### config.mk
export PLATFORM = sky130hd
export DESIGN_NAME = spi_nor_flash_command_sequencer
export DESIGN_NICKNAME = d
export VERILOG_FILES = /design/src/rtl/sfcs_pkg.sv /design/src/rtl/spi_nor_flash_command_sequencer.sv /design/src/rtl/sfcs_decode.sv /design/src/rtl/sfcs_emit.sv
export VERILOG_INCLUDE_DIRS = /design/src /design/src/rtl
export SDC_FILE = /design/constraint.sdc
export NUM_CORES = 1
export LEC_CHECK = 0
export BUFFER_PORTS_ARGS = -buffer_cell sky130_fd_sc_hd__clkbuf_2
export CAP_MARGIN = 0
export CORE_MARGIN = 2
export CORE_UTILIZATION = 60
export DETAILED_ROUTE_END_ITERATION = 10
export GPL_TIMING_DRIVEN = 0
export PLACE_DENSITY = 0.81
export SETUP_SLACK_MARGIN = 0.02
export SLEW_MARGIN = 20
export SYNTH_ARGS = -nofsm -noshare
export SYNTH_HDL_FRONTEND = slang
export SYNTH_SLANG_ARGS = --single-unit
### constraint.sdc
create_clock -name i_clk -period 10.6 [get_ports i_clk]
set_input_delay 2.12 -clock i_clk [delete_from_list [all_inputs] [get_ports i_clk]]
set_output_delay 2.12 -clock i_clk [all_outputs]
set_load 0.01 [all_outputs]
### src/rtl/spi_nor_flash_command_sequencer_macros.svh
// assertion macros for the spi nor flash command sequencer
`ifndef SPI_NOR_FLASH_COMMAND_SEQUENCER_MACROS_SVH
`define SPI_NOR_FLASH_COMMAND_SEQUENCER_MACROS_SVH

// same-cycle implication, disabled while reset is low
`define SFCS_ASSERT_IMPLY(label, clk, rst_n, ante, cons, msg) \
    label: assert property (@(posedge clk) disable iff (!rst_n) (ante) |-> (cons)) \
        else $error(msg);

// next-cycle implication, disabled while reset is low
`define SFCS_ASSERT_NEXT(label, clk, rst_n, ante, cons, msg) \
    label: assert property (@(posedge clk) disable iff (!rst_n) (ante) |=> (cons)) \
        else $error(msg);

`endif

### src/rtl/sfcs_pkg.sv
// types, opcodes and helpers shared by the command sequencer files
package sfcs_pkg;

    // default geometry
    localparam int FLASH_BYTES_DEF  = 4194304;
    localparam int PAGE_BYTES_DEF   = 256;
    localparam int SECTOR_BYTES_DEF = 4096;
    localparam int BLOCK_BYTES_DEF  = 32768;

    // up to five header bytes per request
    localparam int MAX_ITEMS = 5;
    localparam int CNT_W     = $clog2(MAX_ITEMS + 1);
    localparam int IDX_W     = $clog2(MAX_ITEMS);

    // request kinds
    localparam logic [3:0] KIND_WREN        = 4'd0;
    localparam logic [3:0] KIND_READ        = 4'd1;
    localparam logic [3:0] KIND_FAST_READ   = 4'd2;
    localparam logic [3:0] KIND_PROGRAM     = 4'd3;
    localparam logic [3:0] KIND_PART_PROG   = 4'd4;
    localparam logic [3:0] KIND_SECT_ERASE  = 4'd5;
    localparam logic [3:0] KIND_BLOCK_ERASE = 4'd6;
    localparam logic [3:0] KIND_CHIP_ERASE  = 4'd7;
    localparam logic [3:0] KIND_STATUS      = 4'd8;
    localparam logic [3:0] KIND_ID          = 4'd9;
    localparam logic [3:0] KIND_ENTER_PD    = 4'd10;
    localparam logic [3:0] KIND_RELEASE_PD  = 4'd11;
    localparam logic [3:0] KIND_POWER_LOST  = 4'd12;

    // spi opcodes
    localparam logic [7:0] CMD_WREN        = 8'h06;
    localparam logic [7:0] CMD_READ        = 8'h03;
    localparam logic [7:0] CMD_FAST_READ   = 8'h0B;
    localparam logic [7:0] CMD_PROGRAM     = 8'h02;
    localparam logic [7:0] CMD_SECT_ERASE  = 8'h20;
    localparam logic [7:0] CMD_BLOCK_ERASE = 8'h52;
    localparam logic [7:0] CMD_CHIP_ERASE  = 8'hC7;
    localparam logic [7:0] CMD_ENTER_PD    = 8'hB9;
    localparam logic [7:0] CMD_RELEASE_PD  = 8'hAB;
    localparam logic [7:0] CMD_READ_ID     = 8'h9F;
    localparam logic [7:0] CMD_STATUS1     = 8'h05;
    localparam logic [7:0] CMD_STATUS2     = 8'h35;
    localparam logic [7:0] CMD_STATUS3     = 8'h15;
    localparam logic [7:0] CMD_DUMMY       = 8'h00;

    // data phase direction
    localparam logic [1:0] DIR_NONE  = 2'd0;
    localparam logic [1:0] DIR_READ  = 2'd1;
    localparam logic [1:0] DIR_WRITE = 2'd2;

    localparam logic STATUS_OK      = 1'b0;
    localparam logic STATUS_INVALID = 1'b1;

    typedef struct packed {
        logic [3:0]  kind;
        logic [23:0] address;
        logic [15:0] length;
    } t_req;

    typedef struct packed {
        logic        byte_valid;
        logic [7:0]  tx_byte;
        logic        frame_end;
        logic [15:0] data_len;
        logic [1:0]  data_dir;
        logic        result_status;
        logic        last;
    } t_rsp;

    typedef t_rsp [MAX_ITEMS-1:0] t_items;

    // decoded request: result list and its length
    typedef struct packed {
        t_items           items;
        logic [CNT_W-1:0] count;
    } t_plan;

    // emitter status seen by the top level
    typedef struct packed {
        logic busy;
        logic done;
    } t_emit_stat;

    function automatic t_rsp mk_byte(logic [7:0] b, logic fend, logic [15:0] dlen,
                                     logic [1:0] dir);
        t_rsp r;
        r.byte_valid    = 1'b1;
        r.tx_byte       = b;
        r.frame_end     = fend;
        r.data_len      = dlen;
        r.data_dir      = dir;
        r.result_status = STATUS_OK;
        r.last          = 1'b0;
        return r;
    endfunction

    function automatic t_rsp mk_empty(logic status);
        t_rsp r;
        r               = '0;
        r.result_status = status;
        return r;
    endfunction

    // command byte, three address bytes, optional dummy byte
    function automatic t_items addr_frame(logic [7:0] cmd, logic [23:0] addr, logic dummy,
                                          logic [15:0] dlen, logic [1:0] dir);
        t_items f;
        f    = '0;
        f[0] = mk_byte(cmd, 1'b0, dlen, dir);
        f[1] = mk_byte(addr[23:16], 1'b0, dlen, dir);
        f[2] = mk_byte(addr[15:8], 1'b0, dlen, dir);
        f[3] = mk_byte(addr[7:0], !dummy, dlen, dir);
        if (dummy) begin
            f[4] = mk_byte(CMD_DUMMY, 1'b1, dlen, dir);
        end
        return f;
    endfunction

endpackage

### src/rtl/spi_nor_flash_command_sequencer.sv
// top level of the spi nor flash command sequencer
//
// Takes one flash request per input transaction (kind, 24-bit address, length),
// checks it against the flash geometry and returns the SPI header bytes of its
// frames as output transactions, one byte per transaction, in bus order; a
// rejected request returns one byte-less transaction with result_status set,
// and last marks the final transaction of every request. A request is checked
// and expanded in the cycle it is accepted and lands in a holding register;
// from there one result per cycle moves into the output register while the
// output is not stalled. A request has 1 to 5 results (5 for program, partial
// program, sector erase, block erase and fast read), and the next request is
// accepted in the cycle its predecessor's final result moves out. The first
// result passes through the holding register and then the output register.
module spi_nor_flash_command_sequencer #(
    parameter int FLASH_BYTES  = sfcs_pkg::FLASH_BYTES_DEF,
    parameter int PAGE_BYTES   = sfcs_pkg::PAGE_BYTES_DEF,
    parameter int SECTOR_BYTES = sfcs_pkg::SECTOR_BYTES_DEF,
    parameter int BLOCK_BYTES  = sfcs_pkg::BLOCK_BYTES_DEF
) (
    input  logic           i_clk,
    input  logic           i_rst_n,
    input  logic           i_in_valid,
    output logic           o_in_ready,
    input  sfcs_pkg::t_req i_in_data,
    output logic           o_out_valid,
    input  logic           i_out_ready,
    output sfcs_pkg::t_rsp o_out_data
);
    import sfcs_pkg::*;

`include "spi_nor_flash_command_sequencer_macros.svh"

    // a request transaction completes here
    logic       take;
    // decoded result list for the request at the input
    t_plan      plan;
    // emitter holding-register state
    t_emit_stat stat;

    assign take = i_in_valid && o_in_ready;

    // checks plus header build; also owns the power-down armed flag
    sfcs_decode #(
        .FLASH_BYTES  (FLASH_BYTES),
        .PAGE_BYTES   (PAGE_BYTES),
        .SECTOR_BYTES (SECTOR_BYTES),
        .BLOCK_BYTES  (BLOCK_BYTES)
    ) u_decode (
        .i_clk   (i_clk),
        .i_rst_n (i_rst_n),
        .i_take  (take),
        .i_req   (i_in_data),
        .o_plan  (plan)
    );

    // one result per cycle into the output register while the output is not stalled
    sfcs_emit u_emit (
        .i_clk       (i_clk),
        .i_rst_n     (i_rst_n),
        .i_take      (take),
        .i_plan      (plan),
        .o_in_ready  (o_in_ready),
        .o_stat      (stat),
        .o_out_valid (o_out_valid),
        .i_out_ready (i_out_ready),
        .o_out_data  (o_out_data)
    );

    // a byte-less result is always the only one of its request
    `SFCS_ASSERT_IMPLY(a_empty_is_last, i_clk, i_rst_n,
        o_out_valid && !o_out_data.byte_valid, o_out_data.last,
        "byte-less result without last")

    // a rejection never carries a bus byte
    `SFCS_ASSERT_IMPLY(a_reject_no_byte, i_clk, i_rst_n,
        o_out_valid && o_out_data.result_status, !o_out_data.byte_valid,
        "rejected request carries a byte")

    // an accepted request always leaves the holder busy
    `SFCS_ASSERT_NEXT(a_take_busy, i_clk, i_rst_n,
        take, stat.busy,
        "accepted request not held")

endmodule

### src/rtl/sfcs_decode.sv
// request checker and header builder with the power-down flag
module sfcs_decode #(
    parameter int FLASH_BYTES  = sfcs_pkg::FLASH_BYTES_DEF,
    parameter int PAGE_BYTES   = sfcs_pkg::PAGE_BYTES_DEF,
    parameter int SECTOR_BYTES = sfcs_pkg::SECTOR_BYTES_DEF,
    parameter int BLOCK_BYTES  = sfcs_pkg::BLOCK_BYTES_DEF
) (
    input  logic            i_clk,
    input  logic            i_rst_n,
    input  logic            i_take,
    input  sfcs_pkg::t_req  i_req,
    output sfcs_pkg::t_plan o_plan
);
    import sfcs_pkg::*;

    localparam logic [24:0] FLASH_L     = 25'(FLASH_BYTES);
    localparam logic [23:0] PAGE_MASK   = 24'(PAGE_BYTES - 1);
    localparam logic [16:0] PAGE_L      = 17'(PAGE_BYTES);
    localparam logic [23:0] SECT_MASK   = 24'(SECTOR_BYTES - 1);
    localparam logic [23:0] BLOCK_MASK  = 24'(BLOCK_BYTES - 1);
    localparam bit          BLOCK_FITS  = (BLOCK_BYTES <= FLASH_BYTES);
    localparam logic [24:0] BLOCK_LIMIT =
        BLOCK_FITS ? 25'(FLASH_BYTES - BLOCK_BYTES) : 25'd0;

    logic        r_armed;
    logic        n_armed;
    logic [24:0] addr_l;
    logic [24:0] addr_end;
    logic [16:0] page_end;
    logic        in_flash;
    logic        ok;
    t_rsp        wren;
    t_items      frame;

    assign addr_l   = {1'b0, i_req.address};
    assign addr_end = addr_l + {9'd0, i_req.length};
    assign page_end = 17'(i_req.address & PAGE_MASK) + {1'b0, i_req.length};
    assign in_flash = (addr_l < FLASH_L) && (addr_end <= FLASH_L);
    assign wren     = mk_byte(CMD_WREN, 1'b1, 16'd0, DIR_NONE);

    always_comb begin
        o_plan  = '0;
        ok      = 1'b1;
        n_armed = r_armed;
        frame   = '0;
        unique case (i_req.kind)
            KIND_WREN: begin
                o_plan.items[0] = wren;
                o_plan.count    = CNT_W'(1);
            end
            KIND_READ, KIND_FAST_READ: begin
                ok    = (i_req.length != 16'd0) && in_flash;
                frame = addr_frame((i_req.kind == KIND_READ) ? CMD_READ : CMD_FAST_READ,
                                   i_req.address, i_req.kind == KIND_FAST_READ,
                                   i_req.length, DIR_READ);
                o_plan.items = frame;
                o_plan.count = (i_req.kind == KIND_READ) ? CNT_W'(4) : CNT_W'(5);
            end
            KIND_PROGRAM, KIND_PART_PROG: begin
                if (i_req.kind == KIND_PROGRAM) begin
                    ok = ({1'b0, i_req.length} == PAGE_L)
                        && ((i_req.address & PAGE_MASK) == 24'd0) && in_flash;
                end else begin
                    ok = (i_req.length != 16'd0) && ({1'b0, i_req.length} <= PAGE_L)
                        && (page_end <= PAGE_L) && in_flash;
                end
                frame = addr_frame(CMD_PROGRAM, i_req.address, 1'b0, i_req.length,
                                   DIR_WRITE);
                o_plan.items = t_items'({frame[3:0], wren});
                o_plan.count = CNT_W'(5);
            end
            KIND_SECT_ERASE, KIND_BLOCK_ERASE: begin
                if (i_req.kind == KIND_SECT_ERASE) begin
                    ok = ((i_req.address & SECT_MASK) == 24'd0) && (addr_l < FLASH_L);
                end else begin
                    ok = BLOCK_FITS && ((i_req.address & BLOCK_MASK) == 24'd0)
                        && (addr_l <= BLOCK_LIMIT);
                end
                frame = addr_frame((i_req.kind == KIND_SECT_ERASE) ? CMD_SECT_ERASE
                                                                    : CMD_BLOCK_ERASE,
                                   i_req.address, 1'b0, 16'd0, DIR_NONE);
                o_plan.items = t_items'({frame[3:0], wren});
                o_plan.count = CNT_W'(5);
            end
            KIND_CHIP_ERASE: begin
                o_plan.items[0] = wren;
                o_plan.items[1] = mk_byte(CMD_CHIP_ERASE, 1'b1, 16'd0, DIR_NONE);
                o_plan.count    = CNT_W'(2);
            end
            KIND_STATUS: begin
                o_plan.items[0] = mk_byte(CMD_STATUS1, 1'b1, 16'd1, DIR_READ);
                o_plan.items[1] = mk_byte(CMD_STATUS2, 1'b1, 16'd1, DIR_READ);
                o_plan.items[2] = mk_byte(CMD_STATUS3, 1'b1, 16'd1, DIR_READ);
                o_plan.count    = CNT_W'(3);
            end
            KIND_ID: begin
                o_plan.items[0] = mk_byte(CMD_READ_ID, 1'b1, 16'd3, DIR_READ);
                o_plan.count    = CNT_W'(1);
            end
            KIND_ENTER_PD: begin
                // repeated entry is dropped from the bus
                if (r_armed) begin
                    o_plan.items[0] = mk_empty(STATUS_OK);
                end else begin
                    o_plan.items[0] = mk_byte(CMD_ENTER_PD, 1'b1, 16'd0, DIR_NONE);
                    n_armed         = 1'b1;
                end
                o_plan.count = CNT_W'(1);
            end
            KIND_RELEASE_PD: begin
                o_plan.items[0] = mk_byte(CMD_RELEASE_PD, 1'b1, 16'd0, DIR_NONE);
                o_plan.count    = CNT_W'(1);
                n_armed         = 1'b0;
            end
            KIND_POWER_LOST: begin
                o_plan.items[0] = mk_empty(STATUS_OK);
                o_plan.count    = CNT_W'(1);
                n_armed         = 1'b0;
            end
            default: begin
                ok = 1'b0;
            end
        endcase

        if (!ok) begin
            o_plan          = '0;
            o_plan.items[0] = mk_empty(STATUS_INVALID);
            o_plan.count    = CNT_W'(1);
            n_armed         = r_armed;
        end

        for (int i = 0; i < MAX_ITEMS; i++) begin
            o_plan.items[i].last = (CNT_W'(i) == (o_plan.count - CNT_W'(1)));
        end
    end

    always_ff @(posedge i_clk) begin
        if (!i_rst_n) begin
            r_armed <= 1'b0;
        end else if (i_take) begin
            r_armed <= n_armed;
        end
    end

endmodule

### src/rtl/sfcs_emit.sv
// holds one decoded request and sends its results through the output register
module sfcs_emit (
    input  logic               i_clk,
    input  logic               i_rst_n,
    input  logic               i_take,
    input  sfcs_pkg::t_plan    i_plan,
    output logic               o_in_ready,
    output sfcs_pkg::t_emit_stat o_stat,
    output logic               o_out_valid,
    input  logic               i_out_ready,
    output sfcs_pkg::t_rsp     o_out_data
);
    import sfcs_pkg::*;

    t_items           r_items;
    logic [CNT_W-1:0] r_count;
    logic [IDX_W-1:0] r_idx;
    logic             r_busy;
    logic             r_out_valid;
    t_rsp             r_out;
    logic             out_load;
    logic             step;
    logic             done;

    assign out_load   = !r_out_valid || i_out_ready;
    assign step       = r_busy && out_load;
    assign done       = step && (CNT_W'(r_idx) == (r_count - CNT_W'(1)));
    assign o_in_ready = !r_busy || done;
    assign o_stat     = '{busy: r_busy, done: done};

    always_ff @(posedge i_clk) begin
        if (!i_rst_n) begin
            r_busy <= 1'b0;
        end else if (i_take) begin
            r_busy <= 1'b1;
        end else if (done) begin
            r_busy <= 1'b0;
        end
    end

    always_ff @(posedge i_clk) begin
        if (i_take) begin
            r_items <= i_plan.items;
            r_count <= i_plan.count;
            r_idx   <= '0;
        end else if (step) begin
            r_idx <= r_idx + IDX_W'(1);
        end
    end

    always_ff @(posedge i_clk) begin
        if (!i_rst_n) begin
            r_out_valid <= 1'b0;
        end else if (out_load) begin
            r_out_valid <= r_busy;
        end
    end

    always_ff @(posedge i_clk) begin
        if (step) begin
            r_out <= r_items[r_idx];
        end
    end

    assign o_out_valid = r_out_valid;
    assign o_out_data  = r_out;

endmodule

==> run metrics, run 1 <==
run status completed; via density per instance 6.50; Netlist cell types 69; Max-slew headroom 26.3%; Main synth FF type edfxtp_1; DPL Wire Length 18,100 µm; register area share after synthesis 56.1%; Cell Rows 46; WL final 25,400 µm; Sw Share 26.9%; Antenna Violating Nets Remaining 0; Fmax 0.176 GHz; reg-to-reg endpoint u_decode.r_armed; Post-CTS Resized 0; worst path cell trace clkbuf_2 -> ha_1 -> fa_1 -> a211oi_2 -> o21bai_1 -> a2111oi_0 -> nand4_1 -> nor3_1 -> nand4_1 -> o31ai_4 -> a21oi_2 -> buf_4 -> clkbuf_1 -> nor2_1; RR Startpoint u_emit.o_out_valid; most frequent cells in the layout edfxtp_1, clkbuf_2, o21ai_0, nand2_1, and3_1; Mean Syn Cell Area 11.8 µm²; Mapped Area 9570 µm²; initial antenna violation count 0; crit-path max FO 10; DR WL/cell 22.4 µm; RD Place Congestion 0.983; H-tree Lvls 4; Setup WS pre-CTS 4.58 ns; Worst Path Required 10.83 ns; ys async rst share 0%; CTS Buf Count 17; Clk Latency, worst-skew pair 0.43 ns; Max-Cap Viols 0; CP peak stage delay 0.48 ns; Congestion Overflow GR 0; Post-CTS Setup Inserts 0; Post-Synth Simple-Gate Area 15.3%; peak supply drop 119 µV; Levels on crit path 14; Hold Path Depth 1; post-synthesis xor/xnor area fraction 1.65%; CTS tree done; Hold WC Path Type flop to flop; Synthesized Nets 877; Synth Area in Compound Gates 12.5%; hold buffer count at CTS 0; period utilization 53.7%; multi-input logic area 3750 µm²; Final Hold Vio Count 0; final core occ 69.2%; Final setup violation count 0; r2r worst-path depth 13; Layout Nets 975; Worst Setup EP u_emit.r_items[23]; pin count of the biggest net entering global routing 59; Internal 1340 µW; fill count 1,140; most common cell after layout, fill and taps aside edfxtp_1; Critical Path End Type flop; Pre-antenna DRT Iters 5; CP bufs+invs 3; layout cell share with drive strength beyond 1 19.2%; Adder-Cell Fraction of Synth Area 2.56%; Worst Setup Path Type primary input to flop; most used cell, CP nand4_1; r2r setup slk 7.19 ns; clk_skew 0.00956 ns; core region area 15,700 µm²; Comb power frac 19.7%; Mapped Cells 810; unrepaired setup endpoints after global routing no; vias in the first global route 6,885; num ports 80; I/O Buffers 76; Clk network pwr share 32.9%; CP Data Arrival Time 5.93 ns; crit path from i_in_data[0]; antenna cells 0; first-pass GRT wire length 38,700 µm; vias 7,385; DRC Markers 0; largest family of logic cells by synthesized area simple AND/OR/NAND/NOR gates; Critical Path Start Type primary input; TritonCTS Sinks 181; final worst slack 4.90 ns; Seq pwr share 47.4%; die height 130 µm; Layout area overhead 13.6%; mux share of post-synthesis cell area 7.11%; synth warn 0; P per Cell Area 169 nW/µm²; CTS clk-pin slew, worst paths 0.06 ns; Initial Utilization 60.9%; GRT Total Usage 31.3%; non-filler cells, final 1,137; Post-synth EDFFs 175; Die Span X 130 µm; CTS root buffer clkbuf_16; fin. max-slew vios 0; First DRT Iteration DRCs 1,045; Fin Hold WS 0.493 ns; Synth Register Bits 181; Leak 0.00410 µW; CTS Buffer Depth 2; delay-heaviest family, CP compound AO/OA/AOI/OAI gates; Worst Max-Slew Pin Slew 1.10 ns; Slowest-stage cell, CP a2111oi_0; register area 5380 µm²; Final min period 5.70 ns; placed insts 1,105; net switching power 494 µW; Die ar. 17,000 µm²
## power by group through the flow
stage	Combinational [µW]	Sequential (µW)	Clock (µW)
2_1_floorplan	229	897	0
6_report	362	870	605
5_1_grt	392	875	634
4_1_cts	359	870	607
3_3_place_gp	344	893	0
3_5_place_dp	356	885	0
## cells in the mapped netlist, drive strengths merged (18+ instances only)
library cell    n  area share (%)
a21oi          37             2.0
a22oi          21             1.6
and3           56             3.7
buf            18            0.97
clkbuf         42             1.7
edfxtp        175              55
ha             18             2.4
inv            51             2.0
mux4           27             6.4
nand2          56             2.2
nor2           50             2.0
nor3           22             1.2
nor4b          20             1.8
o21ai          58             3.1
## logic make-up after synthesis
family / count (synthesis)
AO/OA/AOI/OAI: 179
XOR/XNOR: 18
adder cells (fa/ha/maj): 19
buffers and inverters: 112
flip-flops: 181
multiplexers: 34
AND/OR/NAND/NOR: 267
## layer usage
layer | global-route usage (%) | routed length [µm]
met1 | 43.5 | 10100
met2 | 49.7 | 12200
met3 | 6.56 | 2470
met4 | 10.6 | 634
met5 | 0 | 0
## area by class of cell
type	instances	share of cell area [%]
Multi-Input combinational cell	517	34.5
Clock buffer	26	4.59
Clock inverter	6	0.621
Sequential cell	181	49.4
Timing Repair Buffer	79	4.19
Buffer	60	2.42
Inverter	52	1.79
Tap cell	216	2.48
## per-stage QoR
stage / setup TNS, ns / total power, µW / instance area [µm²]
floorplan: 0 / 1130 / 9570
global placement: -0.553 / 1240 / 10200
detailed placement: 0 / 1240 / 10300
CTS: 0 / 1840 / 10900
global route: 0 / 1900 / 10900
finish: 0 / 1840 / 10900
## flip-flops by register name, summed over array words and instances, names as in the netlist
name / cells
u_emit.r_items: 142
u_emit.o_out_data: 30
u_emit.r_count: 3
u_emit.r_idx: 3
u_decode.r_armed: 1
u_emit.o_out_valid: 1
u_emit.r_busy: 1
## how the worst min path moves through the flow
| stage | from | endpoint | slack, ns |
|---|---|---|---|
| global placement | u_emit.r_busy | u_emit.o_out_valid | 0.48 |
| CTS | u_emit.r_busy | u_emit.o_out_valid | 0.51 |
| floorplan | u_emit.r_busy | u_emit.o_out_valid | 0.45 |
| detailed placement | u_emit.r_busy | u_emit.o_out_valid | 0.49 |
| global route | u_emit.r_busy | u_emit.o_out_valid | 0.52 |
| finish | u_emit.r_busy | u_emit.o_out_valid | 0.49 |
No activity file was read; power rests on OpenSTA's default activity.
==> inputs of run 2 (changes only) <==
- ABC_AREA: not set -> 1
- CORE_UTILIZATION: 60 -> 61
- PLACE_DENSITY: 0.81 -> 0.82
- clock period: 10.6 -> 5.25 ns (I/O delays scaled with it)
==> run 2 against run 1 <==
Net effect:
- sequential power up 100%
- utilization grew 1.2 points
- first-iteration DRC count increased by 9.0%
- power rose by 110%
- clock power is 100% higher
- cell count rose by 28%
- sequential share of layout area shrank 1.2 points
- register-to-register slack worse by 4.9 ns
- flip-flop and latch count did not move
- highest routed layer unchanged
==> run metrics, run 2 <==
final core occ 70.4%; hold buffer count at CTS 0; Synth top cells by count nand2_1, nor2_1, edfxtp_1; Worst Setup Path Type primary input to flop; WL final 26,300 µm; period utilization 72.6%; Power, Total 3770 µW; core region area 15,800 µm²; Clk network pwr share 32.9%; Layout Nets 1,291; Comb power frac 20.5%; Post-CTS Resized 0; Cell Rows 46; CP Data Arrival Time 4.12 ns; Leak 0.00471 µW; DPL Wire Length 19,000 µm; synth warn 0; Top reg by flops u_emit.r_items; Synthesized Nets 1,193; Main synth FF type edfxtp_1; Mean Syn Cell Area 8.77 µm²; max reg flops 142; register area share after synthesis 54.4%; ys async rst share 0%; Fin Hold WS 0.493 ns; Pre-antenna DRT Iters 9; most frequent cells in the layout nand2_1, nor2_1, edfxtp_1, inv_1, clkbuf_2; layout cell share with drive strength beyond 1 16.2%; Max-Cap Viols 0; top post-synthesis cells by area edfxtp_1, nand2_1, nor2_1, inv_1, nand3_1; share of the synthesized area in the top cell type 53.2%; top-count cell post-synth nand2_1; unrepaired setup endpoints after global routing no; Mapped Cells 1,126; Worst Max-Slew Pin Slew 0.827 ns; first-pass GRT wire length 40,400 µm; CTS clk-pin slew, worst paths 0.07 ns; Clk Latency, worst-skew pair 0.45 ns; CP peak stage delay 0.44 ns; Antenna Violating Nets Remaining 0; Final setup violation count 0; P per Cell Area 338 nW/µm²; fin. max-slew vios 0; CTS Buffer Depth 2; net switching power 1150 µW; Final Hold Vio Count 0; fill count 1,237; Hold WC Path Type flop to flop; Internal 2620 µW; placed insts 1,421; Congestion Overflow GR 0; setup TNS 0 ns; Synth Register Bits 181; Slowest-stage cell, CP fa_1; Post-synth EDFFs 175; most common cell after layout, fill and taps aside nand2_1; pin count of the biggest net entering global routing 100; Mapped Area 9880 µm²; DRC Markers 0; Die Span X 131 µm; Netlist cell types 39; vias 8,288; Critical Path End Type flop; TritonCTS Sinks 181; Worst Path Required 5.56 ns; vias in the first global route 7,734; most used cell, CP nand2_1; Critical Path Start Type primary input; num ports 80; worst path cell trace clkbuf_2 -> ha_1 -> fa_1 -> nand2_1 -> nand2_1 -> nand3_1 -> nand2_1 -> nand2_1 -> nand2_1 -> nor2_1 -> nand3_1 -> nor2_1 -> nand3_1 -> nor2_1 -> nand2_1 -> nand2_1 -> nand2_2 -> nand2_4 -> buf_2 -> nand2_1 -> nand2_1; Post-CTS Setup Inserts 0; Initial Utilization 62.4%; via density per instance 5.70; crit-path max FO 10; delay-heaviest family, CP simple AND/OR/NAND/NOR gates; die height 131 µm; I/O Buffers 78; antenna cells 0; CTS tree done; CTS Buf Count 17; RD Place Congestion 0.962; run status completed; non-filler cells, final 1,453; Seq pwr share 46.6%; GRT Total Usage 30.8%; Sw Share 30.5%; clk_skew 0.00818 ns; area leader, netlist edfxtp_1; Layout area overhead 12.8%; H-tree Lvls 4; Final min period 3.81 ns; Fmax 0.263 GHz; CP bufs+invs 2; Die ar. 17,200 µm²; initial antenna violation count 0; DR WL/cell 18.1 µm; CTS root buffer clkbuf_16; peak supply drop 285 µV; Max-slew headroom 44.6%; First DRT Iteration DRCs 1,139
## run 2: cell count changes after synthesis, sizes merged, moves of 10 or more
cell / previous run / this run
nand2: 56 / 256
nor2: 50 / 249
inv: 51 / 120
nand3: 11 / 68
and3: 56 / 1
o22ai: 6 / 35
mux4: 27 / 0
nor4b: 20 / 0
a22oi: 21 / 6
nor4: 17 / 3
clkbuf: 42 / 29
nor3: 22 / 9
o21ai: 58 / 68
## run 2: cell type report
cell class                      instances  area (µm²)  share of cell area, %
Multi-Input combinational cell        775        3770                   33.9
Timing Repair Buffer                   79         418                   3.75
Tap cell                              216         270                   2.43
Clock inverter                         15         143                   1.28
Inverter                              121         454                   4.08
Buffer                                 49         284                   2.55
Clock buffer                           17         425                   3.82
Sequential cell                       181        5380                   48.2
## run 2: power by group through the flow
| stage | combinational (µW) | clock, µW | sequential, µW |
|---|---|---|---|
| after global routing | 847 | 1290 | 1770 |
| final | 772 | 1240 | 1760 |
| after CTS | 762 | 1240 | 1760 |
| after floorplan | 482 | 0 | 1800 |
| after detailed placement | 756 | 0 | 1790 |
| after global placement | 734 | 0 | 1790 |
## run 2: per-layer routing
metal | wire (µm) | track usage [%] | share of wire [%]
met5 | 0 | 0 | 0
met2 | 12500 | 49.5 | 48
met3 | 2490 | 5.52 | 9.5
met1 | 10200 | 40.5 | 39
met4 | 1090 | 15.7 | 4.2
## run 2: cell families after synthesis
| family | synth area share [%] |
|---|---|
| adder cells (fa/ha/maj) | 2.48 |
| AO/OA/AOI/OAI | 8.53 |
| XOR/XNOR | 0.798 |
| AND/OR/NAND/NOR | 26.4 |
| flip-flops | 54.4 |
| buffers and inverters | 7.37 |
## run 2: worst paths after layout
check,cells after the start,startpoint,slack (ns),end
hold / removal,2,u_decode.r_armed,0.49,u_decode.r_armed
hold reg to reg,2,u_decode.r_armed,0.49,u_decode.r_armed
setup / recovery,21,i_in_data[0],1.44,u_emit.r_items[21]
setup reg to reg,11,u_emit.r_count[0],2.31,u_decode.r_armed
## run 2: stage by stage
step / setup WS, ns / cell area, µm²
floorplan: 0.668 / 9880
global placement: 0.0856 / 10500
detailed placement: 1.04 / 10600
CTS: 1.47 / 11100
global route: 1.29 / 11100
finish: 1.44 / 11100
## run 2: tightest hold or removal path, delay by kind of cell (launching register included)
kind	cells	cell delay, ns
AO/OA/AOI/OAI	1	0.06
buffers and inverters	1	0.08
flip-flops	1	0.30
==> inputs of run 3 (changes only) <==
- ABC_AREA: 1 -> 0
- CORE_UTILIZATION: 61 -> 60
- PLACE_DENSITY: 0.82 -> 0.81
- clock period: 5.25 -> 3.89 ns (I/O delays scaled with it)
==> run 3 against run 2 <==
Net effect:
- non-clock buffer count grew 14
- clock-buffer cell count is 2 higher
- die area decreased by 1.4%
- worst setup slack got worse by 1.4 ns
- first-iteration DRC count shrank 4.1%
- critical endpoint is now u_emit.r_count[0]
==> run metrics, run 3 (synthesis gave the netlist of run 1 again) <==
most frequent cells in the layout edfxtp_1, clkbuf_2, and3_1, nand2_1, o21ai_0; first-pass GRT wire length 40,200 µm; fin. max-slew vios 0; Layout area overhead 17.0%; Max-slew headroom 20.1%; I/O Buffers 76; Worst Max-Slew Pin Slew 1.19 ns; CP peak stage delay 0.57 ns; worst path cell trace clkbuf_2 -> ha_1 -> clkbuf_4 -> nand4_1 -> buf_4 -> nor2_4 -> nand4_1 -> a31oi_2 -> mux2i_1 -> or4b_4 -> o31ai_4 -> clkbuf_4 -> and2_1 -> o22ai_1; RR Startpoint u_emit.o_out_valid; H-tree Lvls 4; max reg flops 142; Leak 0.00415 µW; vias in the first global route 7,156; RD Place Congestion 0.971; Worst Path Required 4.04 ns; CTS Buf Count 17; CTS clk-pin slew, worst paths 0.07 ns; delay-heaviest family, CP simple AND/OR/NAND/NOR gates; r2r setup slk 0.49 ns; pin count of the biggest net entering global routing 152; Fin Hold WS 0.487 ns; initial antenna violation count 0; CTS Buffer Depth 2; Antenna Violating Nets Remaining 0; antenna cells 0; non-filler cells, final 1,140; period utilization 99.7%; layout cell share with drive strength beyond 1 23.9%; Worst Setup Path Type primary input to flop; r2r worst-path depth 11; Critical Path End Type flop; Hold Path Depth 1; TritonCTS Sinks 181; Slowest-stage cell, CP or4b_4; most common cell after layout, fill and taps aside edfxtp_1; num ports 80; reg-to-reg endpoint u_decode.r_armed; run status completed; DRC Markers 0; Final Hold Vio Count 0; CP Data Arrival Time 4.03 ns; Cell Rows 46; GRT Total Usage 32.5%; peak supply drop 304 µV; First DRT Iteration DRCs 1,092; Initial Utilization 60.9%; hold buffer count at CTS 0; Power, Total 5170 µW; Top reg by flops u_emit.r_items; Pre-antenna DRT Iters 10; setup TNS 0 ns; Congestion Overflow GR 0; Hold Startpoint u_emit.r_busy; CP bufs+invs 4; DR WL/cell 23.7 µm; CTS root buffer clkbuf_16; crit path from i_in_data[9]; Die Span X 130 µm; Fmax 0.258 GHz; Hold EP u_emit.o_out_valid; Max-Cap Viols 0; Layout Nets 978; Hold WC Path Type flop to flop; unrepaired setup endpoints after global routing yes; clk_skew 0.00893 ns; Final min period 3.88 ns; WL final 27,000 µm; P per Cell Area 461 nW/µm²; Clk Latency, worst-skew pair 0.44 ns; Final setup violation count 0; Die ar. 17,000 µm²; crit-path max FO 10; vias 7,537; via density per instance 6.61; die height 130 µm; placed insts 1,102; Critical Path Start Type primary input; CTS tree done; DPL Wire Length 18,100 µm; core region area 15,700 µm²
## run 3: cell count changes in the layout (fill, tap and decap cells not counted), moves of 44 or more
| cell | delta |
|---|---|
| and3_1 | +55 |
| nand2_1 | -193 |
| nor2_1 | -146 |
| nor2_2 | -44 |
| nand3_1 | -57 |
| inv_1 | -61 |
## run 3: report_power, final
group / switching, µW / internal [µW]
Clock: 738 / 1010
Sequential: 46.1 / 2330
Combinational: 650 / 393
Total: 1430 / 3730
## run 3: how the worst max path moves through the flow
stage                     cells after the start                   to  slack (ns)
after global placement                       13  u_emit.r_items[124]       -0.72
after global routing                         15    u_emit.r_items[7]       -0.05
after detailed placement                     13  u_emit.r_items[124]       -0.87
final                                        14    u_emit.r_count[0]        0.01
after CTS                                    14  u_emit.r_items[129]        0.02
after floorplan                              13    u_emit.r_items[0]        0.03
## run 3: stage by stage
stage | instance area (µm²) | util [%] | setup WS, ns
after floorplan | 9580 | - | 0.0308
after global placement | 10200 | 65.1 | -0.720
after detailed placement | 10200 | 65.1 | -0.865
after CTS | 10900 | 69.6 | 0.0222
after global routing | 11200 | 71.3 | -0.0463
final | 11200 | 71.3 | 0.0102
## run 3: what timing repair did
item | CTS | global route
pin swaps | 5 | 13
endpoints found under the setup margin | 130 | 132
resized for setup | 21 | 50
setup buffers | 3 | 4
## run 3: final cells by class
type | count | area, µm²
clock inverter | 13 | 155
multi-input combinational | 517 | 4050
tap | 216 | 270
inverter | 52 | 198
buffer | 59 | 283
timing repair buffer | 83 | 435
fill | 1054 | 4510
sequential | 181 | 5380
clock buffer | 19 | 433
## run 3: per-layer routing
metal | global-route usage (%) | share of wire (%) | wire (µm)
met2 | 51.3 | 49 | 13100
met3 | 7.05 | 9.8 | 2650
met4 | 14.2 | 3.3 | 895
met5 | 0 | 0 | 0
met1 | 44.1 | 38 | 10300
